===== config.mk =====
export PLATFORM = sky130hd
export DESIGN_NAME = bhpq_level_cell
export DESIGN_NICKNAME = d
export VERILOG_FILES = /design/src/rtl/binary_heap_priority_queue_top_macros.svh /design/src/rtl/bhpq_pkg.sv /design/src/rtl/bhpq_level_cell.sv
export SDC_FILE = /design/constraint.sdc
export NUM_CORES = 1
export LEC_CHECK = 0
export ABC_AREA = 1
export BUFFER_PORTS_ARGS = -buffer_cell sky130_fd_sc_hd__clkbuf_2
export CELL_PAD_IN_SITES_DETAIL_PLACEMENT = 2
export CELL_PAD_IN_SITES_GLOBAL_PLACEMENT = 2
export CORE_UTILIZATION = 21
export CTS_CLUSTER_SIZE = 8
export DETAILED_ROUTE_END_ITERATION = 10
export GPL_TIMING_DRIVEN = 0
export HOLD_SLACK_MARGIN = 0.06
export PLACE_DENSITY_LB_ADDON = 0.1
export SYNTH_ARGS = -nofsm -noshare
export SYNTH_HDL_FRONTEND = slang
export SYNTH_SLANG_ARGS = --single-unit

===== constraint.sdc =====
create_clock -name clk -period 1.09 [get_ports clk]
set_clock_uncertainty 0.15 [all_clocks]
set_input_delay 0.218 -clock clk [delete_from_list [all_inputs] [get_ports clk]]
set_output_delay 0.218 -clock clk [all_outputs]
set_load 0.02 [all_outputs]

===== src/rtl/binary_heap_priority_queue_top_macros.svh =====
// Assertion macros for the binary heap priority queue.
`ifndef BINARY_HEAP_PRIORITY_QUEUE_TOP_MACROS_SVH
`define BINARY_HEAP_PRIORITY_QUEUE_TOP_MACROS_SVH
`ifndef SYNTHESIS
`define BHPQ_ASSERT_SAME(label, ante, cons) \
	label: assert property (@(posedge clk) disable iff (!arst_n) (ante) |-> (cons)) \
		else $error("bhpq check failed");
`define BHPQ_ASSERT_NEXT(label, ante, cons) \
	label: assert property (@(posedge clk) disable iff (!arst_n) (ante) |=> (cons)) \
		else $error("bhpq check failed");
`else
`define BHPQ_ASSERT_SAME(label, ante, cons)
`define BHPQ_ASSERT_NEXT(label, ante, cons)
`endif
`endif


===== src/rtl/bhpq_pkg.sv =====
// Shared types and codes of the binary heap priority queue.
package bhpq_pkg;

	localparam int FIELD_BITS = 32;
	localparam int COUNT_BITS = 7;

	localparam logic [1:0] K_PUSH   = 2'd0;
	localparam logic [1:0] K_POP    = 2'd1;
	localparam logic [1:0] K_REMOVE = 2'd2;

	localparam logic [1:0] ST_OK        = 2'd0;
	localparam logic [1:0] ST_FULL      = 2'd1;
	localparam logic [1:0] ST_EMPTY     = 2'd2;
	localparam logic [1:0] ST_NOT_FOUND = 2'd3;

	typedef struct packed {
		logic [1:0]            kind;
		logic [FIELD_BITS-1:0] value;
	} cmd_t;

	typedef struct packed {
		logic [1:0]            status;
		logic [FIELD_BITS-1:0] taken_value;
		logic [FIELD_BITS-1:0] top_value;
		logic [COUNT_BITS-1:0] count;
		logic                  is_empty;
	} res_t;

	typedef struct packed {
		logic rd_en;
		logic wr_en;
	} cell_ctl_t;

endpackage


===== src/rtl/bhpq_level_cell.sv =====
// One heap level: its entries, a write port, a paired read port and a link in the read chain.
module bhpq_level_cell #(
	parameter int LVL = 0,
	parameter int NB  = 7,
	parameter int VB  = 32
) (
	input  logic                clk,
	input  logic                arst_n,
	input  bhpq_pkg::cell_ctl_t ctl,
	input  logic [NB-1:0]       rd_node,
	input  logic [NB-1:0]       wr_node,
	input  logic [VB-1:0]       wr_data,
	input  logic [VB-1:0]       chain_a_in,
	input  logic [VB-1:0]       chain_b_in,
	output logic [VB-1:0]       chain_a_out,
	output logic [VB-1:0]       chain_b_out
);
	import bhpq_pkg::*;

	logic          rd_hit;
	logic          wr_hit;
	logic          hit_q;
	logic [VB-1:0] a_q;
	logic [VB-1:0] b_q;

	// A node number belongs to this level when its leading one sits at bit LVL.
	assign rd_hit = ctl.rd_en && ((rd_node >> LVL) == NB'(1));
	assign wr_hit = ctl.wr_en && ((wr_node >> LVL) == NB'(1));

	always_ff @(posedge clk or negedge arst_n) begin
		if (!arst_n) begin
			hit_q <= 1'b0;
		end else if (ctl.rd_en) begin
			hit_q <= rd_hit;
		end
	end

	generate
		if (LVL == 0) begin : g_root
			logic [VB-1:0] ent_q;
			always_ff @(posedge clk) begin
				if (wr_hit) begin
					ent_q <= wr_data;
				end
				if (rd_hit) begin
					a_q <= ent_q;
					b_q <= ent_q;
				end
			end
		end else begin : g_mem
			logic [VB-1:0]  mem [2**LVL];
			logic [LVL-1:0] rd_off;
			logic [LVL-1:0] wr_off;
			assign rd_off = rd_node[LVL-1:0];
			assign wr_off = wr_node[LVL-1:0];
			// The second read port returns the right sibling of the addressed left child.
			always_ff @(posedge clk) begin
				if (wr_hit) begin
					mem[wr_off] <= wr_data;
				end
				if (rd_hit) begin
					a_q <= mem[rd_off];
					b_q <= mem[rd_off | LVL'(1)];
				end
			end
		end
	endgenerate

	assign chain_a_out = hit_q ? a_q : chain_a_in;
	assign chain_b_out = hit_q ? b_q : chain_b_in;

endmodule


==> impl_metrics.json, run 1 <==
{
  "run_status": "finished, violations left",
  "violations": "negative setup slack",
  "layout_common_cells": "109 x clkbuf_2, 65 x inv_1, 64 x edfxtp_1",
  "p_total_mw": 6.328,
  "fill_cells": 1285,
  "drv_cap": 0,
  "viasPerCell": 4.083,
  "synth_seq_area_share_pct": 69.87,
  "die_area_um2": 13730,
  "seqCellArea_um2": 1948,
  "die_h_um": 117.2,
  "final_net_count": 615,
  "cp.arrival_ns": 1.42,
  "ys_seq_elements": 65,
  "synthSimpleGateAreaFrac_pct": 6.466,
  "multi_input_area_um2": 1079,
  "clock-sinks": 65,
  "slew_headroom_pct": 83.15,
  "rsz0062_at_grt": "true",
  "min_period_ns": 1.792,
  "ir_drop_uv": 581.3,
  "final_common_cell": "clkbuf_2",
  "finalSetupViolCount": 97,
  "insertion_delay_ns": 0.32,
  "synth_top_area_share_pct": 68.97,
  "power.density_nw_per_um2": 1074,
  "utilization_pct": 46.14,
  "dp.cells": 606,
  "grt_use_total_pct": 14.97,
  "layout-drive-gt1-share_pct": 64.62,
  "pre_cts_slack_ns": -0.8477,
  "wl_per_cell_um": 16.33,
  "area_delta_synth_final_pct": 111.5,
  "dr_wl_met3_um": 688,
  "drt-initial-drc-count": 46,
  "hp-class": "input port to async pin",
  "cp_max_fo": 8,
  "die_x_um": 117.2,
  "slowest_delay_ns": 0.46,
  "worstSetupEndpointType": "output port",
  "timing_hold_violations_final": 0,
  "path_buf_inv": 3,
  "crit_chain": "buf_12 -> clkbuf_16 -> nand2_2 -> o21ai_1 -> buf_4",
  "syn_nets": 371,
  "fin_crit_sh_pct": 164.4,
  "slew_viol_final": 0,
  "root_buffer": "clkbuf_16",
  "path_clk_slew_ns": 0.05,
  "synth_compound_area_share_pct": 11.50,
  "drcViolationCount": 0,
  "syn_inst": 257,
  "p_leak_nw": 2.751,
  "wl_met2_mm": 6.007,
  "io_pins": 178,
  "post_dp_cell_area_um2": 4085,
  "syn_area_per_cell_um2": 10.84,
  "cts.path.max_buffers": 2,
  "holdWs_ns": 0.07532,
  "yosys-mux-area-fraction_pct": 0,
  "finalWirelength_mm": 11.07,
  "final.setup.tns_ns": -44.77,
  "max_freq_mhz": 558.0,
  "ys_warn_count": 0,
  "core_um2": 12770,
  "highest_layer": "met4",
  "synthXorXnorAreaFrac_pct": 0,
  "synth.top_cells.by_area": "edfxtp_1 69%, o21ai_0 11%, inv_1 9.7%",
  "vias": 2768,
  "worstSetupPathType": "flip-flop to output port",
  "fin_ws_ns": -0.7022,
  "slowest_stage": "dfrtp_2",
  "cts-htree-levels": 3,
  "synth_cell_type_count": 11,
  "placementRows": 41,
  "grt_antenna_before_repair": 0,
  "synth_top_family_by_area": "buffers and inverters",
  "stdcell_count": 678,
  "grt_pass1_vias": 2890,
  "cts_tree": "done",
  "first_pass_iters": 4,
  "netlist_area_um2": 2786,
  "initial_core_util_pct": 21.81,
  "grt_max_degree": 17,
  "synth_fa_ha_area_share_pct": 0,
  "grt_pass1_wl_mm": 14.84,
  "antenna_cells": 0,
  "gr-total-overflow": 0,
  "cp_top_family": "buffers and inverters",
  "gp_congestion": 0.6232,
  "setup.worst_path.start_class": "flip-flop",
  "ant_nets": 0,
  "synth_top_cell_by_area": "edfxtp_1",
  "placement.io_buffers": 177,
  "fin_area_um2": 5893,
  "tightestPinTransition_ns": 0.2527,
  "cp.required_ns": 0.72,
  "cts_buffers": 9,
  "place_hpwl_mm": 7.030,
  "met1_length_mm": 4.247
}
==> cell type report <==
type | count | share of cell area, %
Timing Repair Buffer | 231 | 33.38
Sequential cell | 65 | 33.06
Multi-Input combinational cell | 111 | 18.30
Inverter | 72 | 4.947
Clock buffer | 12 | 4.013
Tap cell | 172 | 3.652
Buffer | 10 | 2.187
Clock inverter | 4 | 0.3397
Timing Repair inverter | 1 | 0.1274
==> registers in the layout (all words and copies together), names as in the netlist <==
| name | flops |
|---|---|
| a_q | 32 |
| g_root.ent_q | 32 |
| hit_q | 1 |
==> worst paths after layout <==
kind,slack [ns],to,startpoint,cells past startpoint
hold reg to reg,0.27,a_q[10],g_root.ent_q[10],0
min in group clk,0.16,hit_q,rd_node[0],5
setup / recovery,-0.70,chain_b_out[23],hit_q,5
setup reg to reg,-0.11,hit_q,hit_q,4
hold / removal,0.08,hit_q,arst_n,2
max in group asynchronous,0.61,hit_q,arst_n,2
==> cell usage after synthesis <==
cell type  number
inv_1          72
edfxtp_1       64
o21ai_0        62
nand2_1        39
clkbuf_1        5
nor2_1          5
buf_6           4
nand3b_1        2
o21ai_1         2
buf_2           1
dfrtp_1         1
==> layer usage <==
metal  up-vias  global-route usage, %
met3         8                  3.450
met4         0                  5.823
met5         -                      0
li1       1332                      -
met1      1315                  16.48
met2       113                  27.76
==> power breakdown <==
part           internal (mW)  leakage, nW  switching (mW)
clock network           1.52        0.130           0.976
registers               2.73        0.588         0.00186
logic                  0.604         2.03           0.491
==> cell families (layout without fill, tap and decap cells) <==
logic type / count (synthesis) / in the layout
AND/OR/NAND/NOR: 46 / 47
flip-flops: 65 / 65
AO/OA/AOI/OAI: 64 / 64
buffers and inverters: 82 / 330
==> what timing repair did <==
action | in CTS | in global routing
cloned | 3 | 5
endpoints found under the setup margin | 129 | 125
pin swaps | 6 | 13
endpoints found under the hold margin | 34 | 0
gates resized for setup | 130 | 226
setup buffers | 14 | 2
hold buffers | 34 | 0
Note: power is estimated with default switching activity, not from simulation.
==> run 2: changes to the inputs <==
--- a/config.mk
+++ b/config.mk
@@ -7,14 +7,17 @@
 export LEC_CHECK = 0
 export ABC_AREA = 1
 export BUFFER_PORTS_ARGS = -buffer_cell sky130_fd_sc_hd__clkbuf_2
+export CAP_MARGIN = 25
 export CELL_PAD_IN_SITES_DETAIL_PLACEMENT = 2
 export CELL_PAD_IN_SITES_GLOBAL_PLACEMENT = 2
+export CORE_MARGIN = 2
 export CORE_UTILIZATION = 21
 export CTS_CLUSTER_SIZE = 8
 export DETAILED_ROUTE_END_ITERATION = 10
 export GPL_TIMING_DRIVEN = 0
 export HOLD_SLACK_MARGIN = 0.06
 export PLACE_DENSITY_LB_ADDON = 0.1
+export SETUP_SLACK_MARGIN = 0.4
 export SYNTH_ARGS = -nofsm -noshare
 export SYNTH_HDL_FRONTEND = slang
 export SYNTH_SLANG_ARGS = --single-unit
==> impl_metrics.json, run 2 (same netlist as run 1, synthesis figures left out) <==
{
  "run_status": "finished, violations left",
  "violations": "negative hold slack, negative setup slack",
  "p_int_mw": 4.983,
  "hp-class": "input port to flip-flop",
  "slowest_stage": "dfrtp_2",
  "worstSetupPathType": "flip-flop to output port",
  "p_leak_nw": 2.567,
  "setup.worst_path.start_class": "flip-flop",
  "die_area_um2": 14210,
  "slowest_delay_ns": 0.48,
  "place_hpwl_mm": 6.917,
  "drcViolationCount": 0,
  "min_path_cells": 1,
  "cts.path.max_buffers": 2,
  "cp.required_ns": 0.72,
  "die_x_um": 119.2,
  "layout_common_cells": "107 x clkbuf_2, 65 x inv_1, 64 x edfxtp_1",
  "worstSetupPathDepth": 5,
  "gp_congestion": 0.6720,
  "cp_max_fo": 8,
  "finalWirelength_mm": 9.927,
  "power.density_nw_per_um2": 1172,
  "cts_hold_buf": 1,
  "io_pins": 178,
  "fin_ws_ns": -0.7318,
  "slew_viol_final": 0,
  "ant_nets": 0,
  "placementRows": 42,
  "r2r_cells": 4,
  "cts-htree-levels": 3,
  "rsz0062_at_grt": "true",
  "min_period_ns": 1.822,
  "clock-sinks": 65,
  "grt_pass1_vias": 2961,
  "viasPerCell": 4.106,
  "worstSetupEndpointType": "output port",
  "p_clk_share_pct": 42.2,
  "grt_use_total_pct": 13.97,
  "utilization_pct": 41.88,
  "reg_top3": "a_q x32, g_root.ent_q x32, hit_q x1",
  "placement.io_buffers": 177,
  "drv_cap": 0,
  "finalSetupViolCount": 81,
  "p_sw_mw": 1.442,
  "timing_hold_violations_final": 32,
  "vias": 2632,
  "antenna_cells": 0,
  "fin_area_um2": 5480,
  "final_common_cell": "clkbuf_2",
  "cp_top_family": "buffers and inverters",
  "ir_drop_uv": 568.1,
  "slew_headroom_pct": 82.15,
  "swShare_pct": 22.45,
  "power.share.combinational_pct": 15.2,
  "grt_max_degree": 17,
  "gr-total-overflow": 0,
  "insertion_delay_ns": 0.32,
  "wl_per_cell_um": 15.49,
  "cp.arrival_ns": 1.45,
  "post_dp_cell_area_um2": 4090,
  "core_um2": 13090,
  "die_h_um": 119.2,
  "cts_tree": "done",
  "crit_chain": "buf_12 -> clkbuf_16 -> nand2_4 -> o21ai_2 -> buf_4",
  "drt-initial-drc-count": 61,
  "area_delta_synth_final_pct": 96.68,
  "grt_antenna_before_repair": 0,
  "grt_pass1_wl_mm": 15.26,
  "tightestPinTransition_ns": 0.2669,
  "layout-drive-gt1-share_pct": 67.74,
  "cts_buffers": 9,
  "path_clk_slew_ns": 0.05,
  "holdWs_ns": -0.08011,
  "fin_crit_sh_pct": 167.1,
  "seqPwrFrac_pct": 42.6,
  "path_buf_inv": 3,
  "initial_core_util_pct": 21.29,
  "final_net_count": 575,
  "root_buffer": "clkbuf_16",
  "first_pass_iters": 4,
  "max_freq_mhz": 548.9
}
run 2: cell types whose count changed in the layout (fill, tap and decap cells not counted), sizes merged:
cell and delta:
bufinv +1, dlygate4sd3 -33, clkbuf -5, buf -4, inv -2, clkinv +2
run 2: area by class of cell:
type | instances | area [µm²]
fillers | 1381 | 7605
well taps | 176 | 220.2
multi-input cells | 111 | 1028
clock buffers | 10 | 229.0
repair buffers | 191 | 1569
repair inverters | 1 | 7.507
flip-flops and latches | 65 | 1948
clock inverters | 5 | 47.55
inverters | 72 | 301.5
plain buffers | 10 | 128.9
run 2: through the flow:
stage	total power, mW	setup TNS [ns]	setup slack, ns	instances
2_1_floorplan	3.126	-43.17	-0.3933	257
3_3_place_gp	3.465	-89.68	-0.8427	610
3_5_place_dp	3.493	-94.20	-0.8887	610
4_1_cts	6.361	-47.94	-0.8010	638
5_1_grt	6.678	-49.31	-0.7874	641
6_report	6.425	-44.46	-0.7318	641
run 2: worst paths after layout:
check	start	slack [ns]	end
worst min register to register	g_root.ent_q[14]	0.26	a_q[14]
worst max-delay path	hit_q	-0.73	chain_a_out[22]
worst min-delay path	wr_data[10]	-0.08	g_root.ent_q[10]
max in group asynchronous	arst_n	0.62	hit_q
min in group asynchronous	arst_n	0.07	hit_q
worst max register to register	hit_q	-0.12	hit_q
run 2: repair_timing:
| item | 4_1_cts | 5_1_grt |
|---|---|---|
| endpoints found under the hold margin | 34 | 34 |
| pin swaps | 6 | 11 |
| gates cloned | 3 | 3 |
| buffers inserted | 9 | 0 |
| setup endpoints to repair | 161 | 161 |
| gates resized for setup | 119 | 214 |
run 2: power by group through the flow:
stage | Clock (mW) | Combinational, mW | Sequential [mW]
finish | 2.71 | 0.979 | 2.74
global route | 2.89 | 1.05 | 2.73
CTS | 2.79 | 0.835 | 2.73
detailed placement | 0 | 0.708 | 2.79
global placement | 0 | 0.680 | 2.79
floorplan | 0 | 0.341 | 2.78
run 2: per-layer routing:
| layer | routed length (µm) | global-route usage (%) | vias up |
|---|---|---|---|
| met3 | 511 | 3.113 | 13 |
| met4 | 169 | 5.506 | 0 |
| met1 | 3757 | 15.16 | 1273 |
| li1 | - | - | 1249 |
| met2 | 5488 | 26.15 | 97 |
| met5 | 0 | 0 | - |
==> run 3: changes to the inputs <==
--- a/config.mk
+++ b/config.mk
@@ -11,13 +11,15 @@
 export CELL_PAD_IN_SITES_DETAIL_PLACEMENT = 2
 export CELL_PAD_IN_SITES_GLOBAL_PLACEMENT = 2
 export CORE_MARGIN = 2
-export CORE_UTILIZATION = 21
+export CORE_UTILIZATION = 22
+export CTS_BUF_LIST = sky130_fd_sc_hd__clkbuf_4
 export CTS_CLUSTER_SIZE = 8
 export DETAILED_ROUTE_END_ITERATION = 10
 export GPL_TIMING_DRIVEN = 0
 export HOLD_SLACK_MARGIN = 0.06
 export PLACE_DENSITY_LB_ADDON = 0.1
 export SETUP_SLACK_MARGIN = 0.4
+export SKIP_LAST_GASP = 1
 export SYNTH_ARGS = -nofsm -noshare
 export SYNTH_HDL_FRONTEND = slang
 export SYNTH_SLANG_ARGS = --single-unit
==> impl_metrics.json, run 3 (same netlist as run 1, synthesis figures left out) <==
{
  "vias": 2581,
  "post_dp_cell_area_um2": 4085,
  "grt_max_degree": 17,
  "endpoint": "chain_a_out[6]",
  "worstSetupEndpointType": "output port",
  "swShare_pct": 24.86,
  "drcViolationCount": 0,
  "worstSetupPathType": "flip-flop to output port",
  "drt-initial-drc-count": 32,
  "insertion_delay_ns": 0.39,
  "final_common_cell": "clkbuf_2",
  "crit_start": "hit_q",
  "grt_antenna_before_repair": 0,
  "grt_pass1_vias": 2724,
  "slew_headroom_pct": 82.48,
  "ir_drop_uv": 499.4,
  "r2r_cells": 4,
  "seqPwrFrac_pct": 53.3,
  "drv_cap": 0,
  "layout_common_cells": "114 x clkbuf_2, 65 x inv_1, 64 x edfxtp_1",
  "finalWirelength_mm": 9.660,
  "fin_ws_ns": -0.7996,
  "p_clk_share_pct": 30.1,
  "holdWs_ns": -0.1574,
  "p_int_mw": 3.843,
  "layout-drive-gt1-share_pct": 59.52,
  "fin_crit_sh_pct": 173.4,
  "r2r-end": "hit_q",
  "wl_per_cell_um": 15.24,
  "finalSetupViolCount": 65,
  "cts_buffers": 9,
  "core_um2": 12520,
  "viasPerCell": 4.071,
  "cts_tree": "done",
  "violations": "negative hold slack, negative setup slack",
  "power.share.combinational_pct": 16.5,
  "clock-sinks": 65,
  "gp_congestion": 0.6506,
  "cts-htree-levels": 3,
  "first_pass_iters": 4,
  "grt_pass1_wl_mm": 13.87,
  "cp_max_fo": 10,
  "hp-class": "input port to flip-flop",
  "antenna_cells": 0,
  "pre_cts_slack_ns": -0.8729,
  "fin_area_um2": 4860,
  "cts_hold_buf": 1,
  "placementRows": 41,
  "ant_nets": 0,
  "path_clk_slew_ns": 0.11,
  "reg_top3": "a_q x32, g_root.ent_q x32, hit_q x1",
  "final_net_count": 572,
  "die_x_um": 116.5,
  "timing_hold_violations_final": 34,
  "placement.io_buffers": 177,
  "die_area_um2": 13580,
  "gr-total-overflow": 0,
  "run_status": "finished, violations left",
  "place_hpwl_mm": 6.918,
  "cp.arrival_ns": 1.52,
  "area_delta_synth_final_pct": 74.41,
  "final.setup.tns_ns": -48.70,
  "p_leak_nw": 2.290,
  "min_period_ns": 1.890,
  "grt_use_total_pct": 13.79,
  "cp.required_ns": 0.72,
  "r2r_slack_ns": -0.07,
  "initial_core_util_pct": 22.26,
  "slew_viol_final": 0,
  "power.density_nw_per_um2": 1052,
  "setup.worst_path.start_class": "flip-flop",
  "io_pins": 178,
  "max_freq_mhz": 529.2,
  "p_total_mw": 5.114,
  "p_sw_mw": 1.271,
  "die_h_um": 116.5,
  "r2r-start": "hit_q",
  "tightestPinTransition_ns": 0.2620,
  "root_buffer": "clkbuf_4",
  "cts.path.max_buffers": 2,
  "rsz0062_at_grt": "true"
}
## run 3: cell count changes in the layout (fill, tap and decap cells not counted), moves of 11 or more
cell / previous run / this run
clkbuf_4: 4 / 15
buf_2: 1 / 12
o21ai_0: 3 / 16
buf_4: 17 / 36
buf_6: 41 / 6
o21ai_1: 8 / 30
o21ai_2: 45 / 10
clkbuf_16: 13 / 2
## run 3: through the flow
step           hold WS, ns  utilization (%)  std cells
3_3_place_gp       -0.1558            32.64        606
5_1_grt            -0.1930            38.82        634
3_5_place_dp       -0.1555            32.64        606
6_report           -0.1574            38.82        634
2_1_floorplan      -0.2276                -        257
4_1_cts            -0.1841            37.31        633
## run 3: power by group through the flow
stage / Clock (mW) / Sequential (mW) / Combinational [mW]
2_1_floorplan: 0 / 2.78 / 0.341
3_3_place_gp: 0 / 2.78 / 0.679
3_5_place_dp: 0 / 2.79 / 0.703
4_1_cts: 1.60 / 2.73 / 0.792
5_1_grt: 1.69 / 2.73 / 0.918
6_report: 1.54 / 2.73 / 0.846
## run 3: area by class of cell
class                           instances  area (µm²)
Fill cell                            1379        7657
Inverter                               72       301.5
Buffer                                 10       128.9
Sequential cell                        65        1948
Tap cell                              172       215.2
Timing Repair Buffer                  188        1300
Clock buffer                           10       75.07
Multi-Input combinational cell        111       835.8
Clock inverter                          5       47.55
Timing Repair inverter                  1       7.507
## run 3: worst min path at each step
stage,from,endpoint,slack (ns),cells after the start
3_5_place_dp,arst_n,hit_q,-0.16,1
3_3_place_gp,arst_n,hit_q,-0.16,1
2_1_floorplan,arst_n,hit_q,-0.23,0
6_report,wr_data[11],g_root.ent_q[11],-0.16,1
5_1_grt,wr_data[11],g_root.ent_q[11],-0.19,1
4_1_cts,wr_data[7],g_root.ent_q[7],-0.18,1
## run 3: repair_timing
| item | CTS | global route |
|---|---|---|
| buffers inserted | 9 | 0 |
| endpoints found under the hold margin | 34 | 34 |
| endpoints found under the setup margin | 161 | 161 |
| pin swaps | 8 | 7 |
| cloned | 2 | 1 |
| resized for setup | 98 | 110 |
## run 3: metal layers
metal / vias to the layer above / GRT usage, % / routed length [µm]
met1: 1238 / 15.12 / 3667
li1: 1232 / - / -
met4: 0 / 4.471 / 155
met2: 98 / 26.32 / 5280
met3: 13 / 3.010 / 557
met5: - / 0 / 0
## run 3: worst max-delay path, cell delays in order (launching register included)
cell	delay, ns
dfrtp_2	0.48
buf_12	0.17
buf_12	0.15
nand2_1	0.08
o21ai_0	0.08
buf_2	0.17
